$ cat config.mk
export PLATFORM = sky130hd
export DESIGN_NAME = line_command_decoder
export DESIGN_NICKNAME = d
export VERILOG_FILES = /design/src/rtl/core/lcd_pkg.sv /design/src/rtl/core/lcd_fifo.sv /design/src/rtl/core/lcd_front.sv /design/src/rtl/core/lcd_back.sv /design/src/rtl/core/line_command_decoder.sv
export SDC_FILE = /design/constraint.sdc
export NUM_CORES = 1
export LEC_CHECK = 0
export BUFFER_PORTS_ARGS = -buffer_cell sky130_fd_sc_hd__buf_4
export CORE_MARGIN = 10
export CORE_UTILIZATION = 30
export DETAILED_ROUTE_END_ITERATION = 12
export GPL_TIMING_DRIVEN = 0
export PLACE_DENSITY = 0.54
export SLEW_MARGIN = 20
export SYNTH_ARGS = -nofsm -noshare
export SYNTH_HDL_FRONTEND = slang
export SYNTH_SLANG_ARGS = --single-unit
$ cat constraint.sdc
create_clock -name clk -period 6.1 [get_ports clk]
set_input_delay 1.83 -clock clk [delete_from_list [all_inputs] [get_ports clk]]
set_output_delay 1.83 -clock clk [all_outputs]
set_load 0.1 [all_outputs]
$ cat src/rtl/core/lcd_pkg.sv
// ---------------------------------------------------------------------------
// lcd_pkg
// Shared types and constants of the line command decoder: keyword table,
// character codes and the queue entry between front and back.
// ---------------------------------------------------------------------------
package lcd_pkg;

  localparam int KW_COUNT     = 16;
  localparam int KW_ARG_COUNT = 10;
  localparam int KW_MAX_LEN   = 7;
  localparam int QUEUE_DEPTH  = 4;

  localparam logic [7:0] CH_TAB   = 8'h09;
  localparam logic [7:0] CH_LF    = 8'h0A;
  localparam logic [7:0] CH_CR    = 8'h0D;
  localparam logic [7:0] CH_SPACE = 8'h20;
  localparam logic [7:0] CH_PLUS  = 8'h2B;
  localparam logic [7:0] CH_MINUS = 8'h2D;
  localparam logic [7:0] CH_ZERO  = 8'h30;
  localparam logic [7:0] CH_NINE  = 8'h39;
  localparam logic [7:0] CH_NUL   = 8'h00;

  localparam logic [31:0] ARG_MAX    = 32'h7FFF_FFFF;
  localparam logic [35:0] ARG_MAG_LIM = 36'h0_8000_0000;

  // Keyword text, left aligned, padded with zero bytes.
  localparam logic [8*KW_MAX_LEN-1:0] KW_TEXT [KW_COUNT] = '{
    {"M1POS",   16'h0}, {"M2POS",   16'h0}, {"M1SPD",   16'h0},
    {"M2SPD",   16'h0}, {"M1MODE",  8'h0},  {"M2MODE",  8'h0},
    {"M1ADD",   16'h0}, {"M1SUB",   16'h0}, {"M2ADD",   16'h0},
    {"M2SUB",   16'h0}, {"ENABLE",  8'h0},  {"DISABLE"},
    {"SAVE",    24'h0}, {"ZERO",    24'h0}, {"STATUS",  8'h0},
    {"HOME",    24'h0}
  };

  localparam logic [2:0] KW_LEN [KW_COUNT] = '{
    3'd5, 3'd5, 3'd5, 3'd5, 3'd6, 3'd6, 3'd5, 3'd5,
    3'd5, 3'd5, 3'd6, 3'd7, 3'd4, 3'd4, 3'd6, 3'd4
  };

  typedef struct packed {
    logic       eol;
    logic [7:0] data;
  } qent_t;

  function automatic logic [7:0] kw_char(input int k, input logic [2:0] p);
    int sh;
    sh = 8 * (KW_MAX_LEN - 1 - int'(p));
    return KW_TEXT[k][sh +: 8];
  endfunction

endpackage

$ cat src/rtl/core/lcd_fifo.sv
// ---------------------------------------------------------------------------
// lcd_fifo
// Short queue of classified items between the front and the back.
// ---------------------------------------------------------------------------
module lcd_fifo (
  input  logic          clk,
  input  logic          rst_n,
  input  logic          push,
  input  lcd_pkg::qent_t push_data,
  output logic          full,
  input  logic          pop,
  output lcd_pkg::qent_t pop_data,
  output logic          empty
);
  import lcd_pkg::*;

  localparam int PTR_W = $clog2(QUEUE_DEPTH);

  qent_t            slot_r [QUEUE_DEPTH];
  logic [PTR_W-1:0] wr_ptr_r, rd_ptr_r;
  logic [PTR_W:0]   count_r;

  assign full     = (count_r == (PTR_W+1)'(QUEUE_DEPTH));
  assign empty    = (count_r == '0);
  assign pop_data = slot_r[rd_ptr_r];

  always_ff @(posedge clk) begin
    if (push && !full) begin
      slot_r[wr_ptr_r] <= push_data;
    end
  end

  always_ff @(posedge clk) begin
    if (!rst_n) begin
      wr_ptr_r <= '0;
      rd_ptr_r <= '0;
      count_r  <= '0;
    end else begin
      if (push && !full) begin
        wr_ptr_r <= wr_ptr_r + 1'b1;
      end
      if (pop && !empty) begin
        rd_ptr_r <= rd_ptr_r + 1'b1;
      end
      unique case ({push && !full, pop && !empty})
        2'b10:   count_r <= count_r + 1'b1;
        2'b01:   count_r <= count_r - 1'b1;
        default: count_r <= count_r;
      endcase
    end
  end

endmodule

$ cat src/rtl/core/lcd_front.sv
// ---------------------------------------------------------------------------
// lcd_front
// Accepts received bytes, tracks the line fill, drops overflow bytes and
// empty line ends, and queues the rest for the back.
// ---------------------------------------------------------------------------
module lcd_front #(
  parameter int LINE_CAPACITY = 64
) (
  input  logic           clk,
  input  logic           rst_n,
  input  logic           in_valid,
  output logic           in_stall,
  input  logic [7:0]     in_rx_byte,
  input  logic           q_full,
  output logic           q_push,
  output lcd_pkg::qent_t q_data
);
  import lcd_pkg::*;

  localparam int LEN_W = $clog2(LINE_CAPACITY);
  localparam logic [LEN_W-1:0] LEN_MAX = LEN_W'(LINE_CAPACITY - 1);

  logic [LEN_W-1:0] count_r;
  logic             is_eol, keep, take;

  assign is_eol   = (in_rx_byte == CH_CR) || (in_rx_byte == CH_LF);
  assign keep     = is_eol ? (count_r != '0) : (count_r < LEN_MAX);
  assign in_stall = q_full;
  assign take     = in_valid && !q_full;
  assign q_push   = take && keep;
  assign q_data   = '{eol: is_eol, data: in_rx_byte};

  always_ff @(posedge clk) begin
    if (!rst_n) begin
      count_r <= '0;
    end else if (take) begin
      if (is_eol) begin
        count_r <= '0;
      end else if (keep) begin
        count_r <= count_r + 1'b1;
      end
    end
  end

endmodule

$ cat src/rtl/core/lcd_back.sv
// ---------------------------------------------------------------------------
// lcd_back
// Stores line bytes, and at a line end walks the stored line: keyword match
// over the first characters, then the decimal argument for keywords that take
// one. Holds the result in an output register.
// ---------------------------------------------------------------------------
module lcd_back #(
  parameter int LINE_CAPACITY = 64
) (
  input  logic                clk,
  input  logic                rst_n,
  input  logic                q_empty,
  input  lcd_pkg::qent_t      q_data,
  output logic                q_pop,
  output logic                out_valid,
  input  logic                out_stall,
  output logic [3:0]          out_command_code,
  output logic signed [31:0]  out_argument
);
  import lcd_pkg::*;

  localparam int DEPTH  = LINE_CAPACITY - 1;
  localparam int LEN_W  = $clog2(LINE_CAPACITY);
  localparam int ADDR_W = $clog2(DEPTH);

  localparam logic [2:0] S_IDLE = 3'd0;
  localparam logic [2:0] S_MRD  = 3'd1;
  localparam logic [2:0] S_MEV  = 3'd2;
  localparam logic [2:0] S_PICK = 3'd3;
  localparam logic [2:0] S_ARD  = 3'd4;
  localparam logic [2:0] S_AEV  = 3'd5;
  localparam logic [2:0] S_EMIT = 3'd6;

  localparam logic A_LEAD   = 1'b0;
  localparam logic A_DIGITS = 1'b1;

  logic [7:0]          line_mem [DEPTH];
  logic [7:0]          rd_data_r;

  logic [2:0]          state_r, state_nxt;
  logic [LEN_W-1:0]    len_r, len_nxt;
  logic [LEN_W-1:0]    pos_r, pos_nxt;
  logic [KW_COUNT-1:0] alive_r, alive_nxt;
  logic [KW_COUNT-1:0] hit_r, hit_nxt;
  logic [3:0]          code_r, code_nxt;
  logic                aph_r, aph_nxt;
  logic                neg_r, neg_nxt;
  logic [31:0]         mag_r, mag_nxt;
  logic [31:0]         arg_r, arg_nxt;
  logic                out_valid_r, out_valid_nxt;
  logic [3:0]          out_code_r, out_code_nxt;
  logic [31:0]         out_arg_r, out_arg_nxt;

  logic                at_end, is_digit, is_blank, is_sign;
  logic [LEN_W-1:0]    klen;
  logic [35:0]         mag_next;
  logic [31:0]         arg_final;
  logic                found;
  logic [3:0]          sel;

  assign q_pop            = (state_r == S_IDLE) && !q_empty;
  assign out_valid        = out_valid_r;
  assign out_command_code = out_code_r;
  assign out_argument     = out_arg_r;

  assign at_end   = (pos_r >= len_r) || (rd_data_r == CH_NUL);
  assign is_digit = (rd_data_r >= CH_ZERO) && (rd_data_r <= CH_NINE);
  assign is_blank = (rd_data_r == CH_SPACE) || ((rd_data_r >= CH_TAB) && (rd_data_r <= CH_CR));
  assign is_sign  = (rd_data_r == CH_PLUS) || (rd_data_r == CH_MINUS);

  // mag*10 + digit, by shift and add
  assign mag_next = ({4'b0, mag_r} << 3) + ({4'b0, mag_r} << 1)
                  + {32'b0, rd_data_r[3:0] - CH_ZERO[3:0]};

  assign arg_final = neg_r ? (32'd0 - mag_r) : (mag_r[31] ? ARG_MAX : mag_r);

  always_comb begin
    found = 1'b0;
    sel   = '0;
    for (int i = KW_COUNT - 1; i >= 0; i--) begin
      if (hit_r[i]) begin
        found = 1'b1;
        sel   = 4'(i);
      end
    end
  end

  // Line store and its registered read port
  always_ff @(posedge clk) begin
    if (q_pop && !q_data.eol) begin
      line_mem[len_r[ADDR_W-1:0]] <= q_data.data;
    end
    if (pos_r < LEN_W'(DEPTH)) begin
      rd_data_r <= line_mem[pos_r[ADDR_W-1:0]];
    end else begin
      rd_data_r <= CH_NUL;
    end
  end

  always_comb begin
    state_nxt     = state_r;
    len_nxt       = len_r;
    pos_nxt       = pos_r;
    alive_nxt     = alive_r;
    hit_nxt       = hit_r;
    code_nxt      = code_r;
    aph_nxt       = aph_r;
    neg_nxt       = neg_r;
    mag_nxt       = mag_r;
    arg_nxt       = arg_r;
    out_valid_nxt = out_valid_r && out_stall;
    out_code_nxt  = out_code_r;
    out_arg_nxt   = out_arg_r;
    klen          = '0;

    unique case (state_r)
      S_IDLE: begin
        if (q_pop) begin
          if (q_data.eol) begin
            pos_nxt   = '0;
            alive_nxt = '1;
            hit_nxt   = '0;
            state_nxt = S_MRD;
          end else begin
            len_nxt = len_r + 1'b1;
          end
        end
      end
      S_MRD: state_nxt = S_MEV;
      S_MEV: begin
        for (int k = 0; k < KW_COUNT; k++) begin
          klen = LEN_W'(KW_LEN[k]);
          if (pos_r < klen) begin
            alive_nxt[k] = alive_r[k] && !at_end && (rd_data_r == kw_char(k, pos_r[2:0]));
          end else if (pos_r == klen) begin
            if (alive_r[k] && ((k < KW_ARG_COUNT) || at_end)) begin
              hit_nxt[k] = 1'b1;
            end
          end
        end
        if (at_end || (pos_r == LEN_W'(KW_MAX_LEN))) begin
          state_nxt = S_PICK;
        end else begin
          pos_nxt   = pos_r + 1'b1;
          state_nxt = S_MRD;
        end
      end
      S_PICK: begin
        code_nxt = sel;
        if (!found) begin
          len_nxt   = '0;
          state_nxt = S_IDLE;
        end else if (int'(sel) < KW_ARG_COUNT) begin
          pos_nxt   = LEN_W'(KW_LEN[sel]);
          aph_nxt   = A_LEAD;
          neg_nxt   = 1'b0;
          mag_nxt   = '0;
          state_nxt = S_ARD;
        end else begin
          arg_nxt   = '0;
          state_nxt = S_EMIT;
        end
      end
      S_ARD: state_nxt = S_AEV;
      S_AEV: begin
        state_nxt = S_ARD;
        if (at_end) begin
          arg_nxt   = arg_final;
          state_nxt = S_EMIT;
        end else if (is_digit) begin
          mag_nxt = (mag_next > ARG_MAG_LIM) ? ARG_MAG_LIM[31:0] : mag_next[31:0];
          aph_nxt = A_DIGITS;
          pos_nxt = pos_r + 1'b1;
        end else if ((aph_r == A_LEAD) && is_blank) begin
          pos_nxt = pos_r + 1'b1;
        end else if ((aph_r == A_LEAD) && is_sign) begin
          neg_nxt = (rd_data_r == CH_MINUS);
          aph_nxt = A_DIGITS;
          pos_nxt = pos_r + 1'b1;
        end else begin
          arg_nxt   = arg_final;
          state_nxt = S_EMIT;
        end
      end
      S_EMIT: begin
        // hold until the output register is free
        if (!out_valid_r || !out_stall) begin
          out_valid_nxt = 1'b1;
          out_code_nxt  = code_r;
          out_arg_nxt   = arg_r;
          len_nxt       = '0;
          state_nxt     = S_IDLE;
        end
      end
      default: state_nxt = S_IDLE;
    endcase
  end

  always_ff @(posedge clk) begin
    if (!rst_n) begin
      state_r     <= S_IDLE;
      len_r       <= '0;
      out_valid_r <= 1'b0;
    end else begin
      state_r     <= state_nxt;
      len_r       <= len_nxt;
      out_valid_r <= out_valid_nxt;
    end
  end

  always_ff @(posedge clk) begin
    pos_r      <= pos_nxt;
    alive_r    <= alive_nxt;
    hit_r      <= hit_nxt;
    code_r     <= code_nxt;
    aph_r      <= aph_nxt;
    neg_r      <= neg_nxt;
    mag_r      <= mag_nxt;
    arg_r      <= arg_nxt;
    out_code_r <= out_code_nxt;
    out_arg_r  <= out_arg_nxt;
  end

endmodule

$ cat src/rtl/core/line_command_decoder.sv
// ---------------------------------------------------------------------------
// line_command_decoder
// Collects received bytes into a line and decodes keyword commands with a
// signed decimal argument at each line end.
// ---------------------------------------------------------------------------
//  channel  ports                                  role
//  input    in_valid, in_stall, in_rx_byte         one received byte per item
//  result   out_valid, out_stall,                  one decoded command per
//           out_command_code, out_argument         recognised line
//
//  A byte is taken into a four-entry queue; the back stores each queued line
//  byte in its line store. At a line end the back walks the line store one
//  character at a time (one memory read port, registered): up to eight
//  characters for the keyword match and then the argument. Reset (rst_n low,
//  synchronous) empties the line and the queue; no clearing pass. in_stall
//  rises only when the queue is full; a stalled result holds in its output
//  register while bytes keep entering the queue.
// ---------------------------------------------------------------------------
module line_command_decoder #(
  parameter int LINE_CAPACITY = 64
) (
  input  logic               clk,
  input  logic               rst_n,
  input  logic               in_valid,
  output logic               in_stall,
  input  logic [7:0]         in_rx_byte,
  output logic               out_valid,
  input  logic               out_stall,
  output logic [3:0]         out_command_code,
  output logic signed [31:0] out_argument
);
  import lcd_pkg::*;

  qent_t push_data, pop_data;
  logic  push, pop, full, empty;

  lcd_front #(.LINE_CAPACITY(LINE_CAPACITY)) u_front (
    .clk        (clk),
    .rst_n      (rst_n),
    .in_valid   (in_valid),
    .in_stall   (in_stall),
    .in_rx_byte (in_rx_byte),
    .q_full     (full),
    .q_push     (push),
    .q_data     (push_data)
  );

  lcd_fifo u_fifo (
    .clk       (clk),
    .rst_n     (rst_n),
    .push      (push),
    .push_data (push_data),
    .full      (full),
    .pop       (pop),
    .pop_data  (pop_data),
    .empty     (empty)
  );

  lcd_back #(.LINE_CAPACITY(LINE_CAPACITY)) u_back (
    .clk              (clk),
    .rst_n            (rst_n),
    .q_empty          (empty),
    .q_data           (pop_data),
    .q_pop            (pop),
    .out_valid        (out_valid),
    .out_stall        (out_stall),
    .out_command_code (out_command_code),
    .out_argument     (out_argument)
  );

endmodule
==> run summary <==
In this run the number of H-tree levels came out at 3. The clock-pin slew reported for the worst setup and hold paths after clock tree synthesis came out at 60 ps. The HPWL after detailed placement is 53800 microns.

The first global-routing pass estimated 118000 microns of wire. The quantity of gates resized following cts came out at 0. After the first detailed-routing iteration, the DRC count stood at 1652. The final estimated routing congestion in global placement came out at 0.883. The total nets after synthesis came out at 2158.

The number of unique standard cell types used by synthesis came out at 78. The initial core utilization is 30.2%. The worst setup path is launched from a register.

The number of max-slew violations in the final report came out at 0. TritonCTS built the clock tree. The count of boundary I/O pins is 50. The total power divided by cell area is 449 nW/um^2. The final count of hold timing violations is 0. Sorting the synthesized cells by how often they occur yields sky130_fd_sc_hd__edfxtp_1, sky130_fd_sc_hd__nor2_1, sky130_fd_sc_hd__mux4_2. The residual DRC count came out at 0. In this run the worst hold path is classified as register to register.

The die is 348 microns wide. The sum of buffers and inverters on the critical path is 5. The final critical path takes up 82.0% of the cycle. In this design, the largest share of critical-path delay is due to buffers and inverters. The number of enable-type register cells in the synthesized netlist is 684.

For this run, the leading register cell type out of synthesis is sky130_fd_sc_hd__edfxtp_1. The largest total area in the synthesized netlist belongs to sky130_fd_sc_hd__edfxtp_1. The fraction of synthesized cell area taken by the top area cell type came out at 63.7%.

The setup clock skew after layout is 31.9 ps. The final cell utilization of the core is 34.4%. The total grt overflow is 0. The number of nets with antenna violations after detailed routing is 0. The run finished with clean final reports. The Yosys step of the flow raised 0 warnings. By instance count, the leading cell after synthesis is sky130_fd_sc_hd__edfxtp_1.

The flip-flop and latch count after synthesis is 717. At the worst endpoint, the arrival time is 5480 ps. The fraction of the yosys area taken by sequential cells is 65.7%. Walking the worst path, the cells encountered are clkbuf_1, clkbuf_1, clkbuf_1, inv_1, ha_1, inv_1, nand3_1, a21oi_1, xor2_1, a2111oi_0, a41o_1. Across the run, the number of max-cap violations was 0. The maximum net fanout on the critical path is 10. Power comes to 16500 uW. Input and output buffers added on the ports amount to 49. The worst-case IR drop observed on VDD is 0.211 mV. The count of nets after finishing is 2284. The initial antenna violation count is 1. The total setup buffers inserted after CTS came out at 0. Dividing the detail-routed via count by the number of cells gives 5.11. Once placement finished, the instance area stood at 34500 sq um. In this run the tightest slew margin relative to its limit is 28.6%.

The synthesized area per cell is 15.7 sq um. The critical path is of the register to register type. The count of clock tree sinks came out at 717.

In the final layout, the multi-input gates occupy 10500 sq um. The worst setup path is captured at a register. The insertion delay to the later sink of the worst-skew pair is 630 ps. The floorplan step set the die height to 348 microns. The count of endpoints failing setup in the final report is 0. The highest attainable clock frequency came out at 200 MHz.

The number of instances in the synthesized netlist came out at 2057. The count of vias placed by the detailed router is 18600. The analysis attributes to cell leakage a power of 0.0115 uW. The number of inserted diodes came out at 0.

The count of standard-cell rows is 120. The final design area excluding fillers is 36800 sq um. The required arrival time at the worst endpoint is 6570 ps. The share of synthesized registers carrying an async set or reset is 0%.

The cell sitting at the root of the clock tree is a sky130_fd_sc_hd__clkbuf_16. The pre-antenna-repair detailed-routing pass consisted of 7 iterations. The largest stage delay on the critical path came out at 770 ps.

The final layout contains routed wiring with a total length of 78700 microns. Setup repair after global routing left no endpoint under its margin. The pin count of the biggest net entering global routing is 64.

In this run, post-CTS hold repair placed 0 buffers. The final-layout fill cell count came out at 10200. The fraction of layout instances using a drive strength above 1 is 16.3%. The minimum clock period after layout is 5000 ps. The wire length per cell came out at 21.6 microns. Counting along the longest clock path gives a buffer depth of 3. The total die area came out at 121000 sq um.

On the critical path, the stage with the largest delay is an instance of sky130_fd_sc_hd__a2111oi_0. Global routing consumed, over all layers together, 12.7% of the routing resources. The cell area that synthesis handed to floorplanning was 32300 sq um. The total area inside the core boundary comes to 107000 sq um. The pin slew with the least headroom to its limit is 1070 ps. Registers take 21200 sq um. The via count of the first global-routing pass came to 18700. Counting the buffers created by CTS gives 72. The most repeated library cell on the critical path is sky130_fd_sc_hd__clkbuf_1. Compared with the post-synthesis result, the final layout area differs by 13.9%. Sorting the synthesized cells by area gives the leading types as sky130_fd_sc_hd__edfxtp_1, sky130_fd_sc_hd__mux4_2, sky130_fd_sc_hd__ha_1.
-- registers in the layout, summed over array words and instances, names as in the netlist, 3 cells and up, named ones only --
| name | flops |
|---|---|
| u_back.len_r | 6 |
| u_back.mag_r | 32 |
| u_back.arg_r | 32 |
| u_front.count_r | 6 |
| u_back.line_mem | 504 |
| u_back.pos_r | 6 |
| u_back.out_command_code | 4 |
| u_back.rd_data_r | 8 |
| u_back.out_argument | 32 |
| u_back.code_r | 4 |
| u_fifo.count_r | 3 |
| u_back.state_r | 3 |
| u_back.alive_r | 16 |
| u_back.hit_r | 16 |
| u_fifo.slot_r | 36 |
-- metrics by stage --
| stage | hold slack [ps] | setup TNS [ps] | cells | setup slack [ps] |
|---|---|---|---|---|
| 2_1_floorplan | 400 | 0 | 2057 | 789 |
| 3_3_place_gp | 405 | -23220 | 3509 | -1350 |
| 3_5_place_dp | 405 | 0 | 3512 | 1170 |
| 4_1_cts | 416 | 0 | 3637 | 1150 |
| 5_1_grt | 422 | 0 | 3637 | 770 |
| 6_report | 413 | 0 | 3637 | 1100 |
-- power by group --
group          switching, uW  total (uW)  leakage, uW  internal, uW
logic                   3610        5840      0.00410          2230
registers                207        6390      0.00635          6190
clock network           1840        4260      0.00108          2420
-- per-layer routing --
layer	vias to the layer above	part of all wire (%)	GRT usage [%]
met5	-	0	0
met4	0	2.3	3.46
met3	118	5.8	2.24
met2	598	47	20.7
met1	9512	44	17.3
li1	8375	-	-
-- cell type report --
| class | instances | share of cell area [%] |
|---|---|---|
| buffer | 94 | 1.09 |
| clock buffer | 94 | 5.27 |
| clock inverter | 31 | 0.820 |
| inverter | 50 | 0.511 |
| multi-input combinational | 1196 | 28.6 |
| sequential | 717 | 57.7 |
| tap | 1403 | 4.78 |
| timing repair buffer | 52 | 1.21 |
-- layout by cell type (no fill, tap or decap), drive strengths merged, types with 44 or more instances in the layout --
master / netlist / final
edfxtp: 684 / 684
nor2: 173 / 173
mux4: 169 / 169
clkbuf: 62 / 157
a21oi: 111 / 111
nand2: 97 / 97
o21ai: 97 / 97
ha: 86 / 86
buf: 32 / 83
xor2: 53 / 53
xnor2: 52 / 52
inv: 49 / 50
nor3: 44 / 44
-- worst register-to-register path, cell delays in order, from the launching register on --
cell and delay, ps:
sky130_fd_sc_hd__edfxtp_1 430, sky130_fd_sc_hd__clkbuf_1 450, sky130_fd_sc_hd__clkbuf_1 600, sky130_fd_sc_hd__clkbuf_1 550
sky130_fd_sc_hd__inv_1 210, sky130_fd_sc_hd__ha_1 430, sky130_fd_sc_hd__inv_1 230, sky130_fd_sc_hd__nand3_1 300
sky130_fd_sc_hd__a21oi_1 470, sky130_fd_sc_hd__xor2_1 140, sky130_fd_sc_hd__a2111oi_0 770, sky130_fd_sc_hd__a41o_1 280
-- kinds of logic (layout without fill, tap and decap cells) --
logic type,Yosys count,in the layout,synth area share (%)
xor gates and xnor gates,105,105,2.85
DFF,717,717,65.7
and+or+nand+nor,494,494,7.59
muxes,181,181,12.2
AOI/OAI and AO/OA,327,327,6.31
adders and majority gates,89,89,3.52
buffers and inverters,144,321,1.82
-- worst paths after layout --
kind,from,endpoint,slack [ps],cells after the start
min reg2reg,u_back.arg_r[17]$_SDFFCE_PN0P_,u_back.out_argument[17]$_DFFE_PP_,410,0
min,u_back.arg_r[17]$_SDFFCE_PN0P_,u_back.out_argument[17]$_DFFE_PP_,410,0
max,u_back.pos_r[1]$_DFFE_PP_,u_back.alive_r[5]$_SDFFCE_PN1P_,1100,11
max reg2reg,u_back.pos_r[1]$_DFFE_PP_,u_back.alive_r[5]$_SDFFCE_PN1P_,1100,11
(Power assumes the default switching activity.)
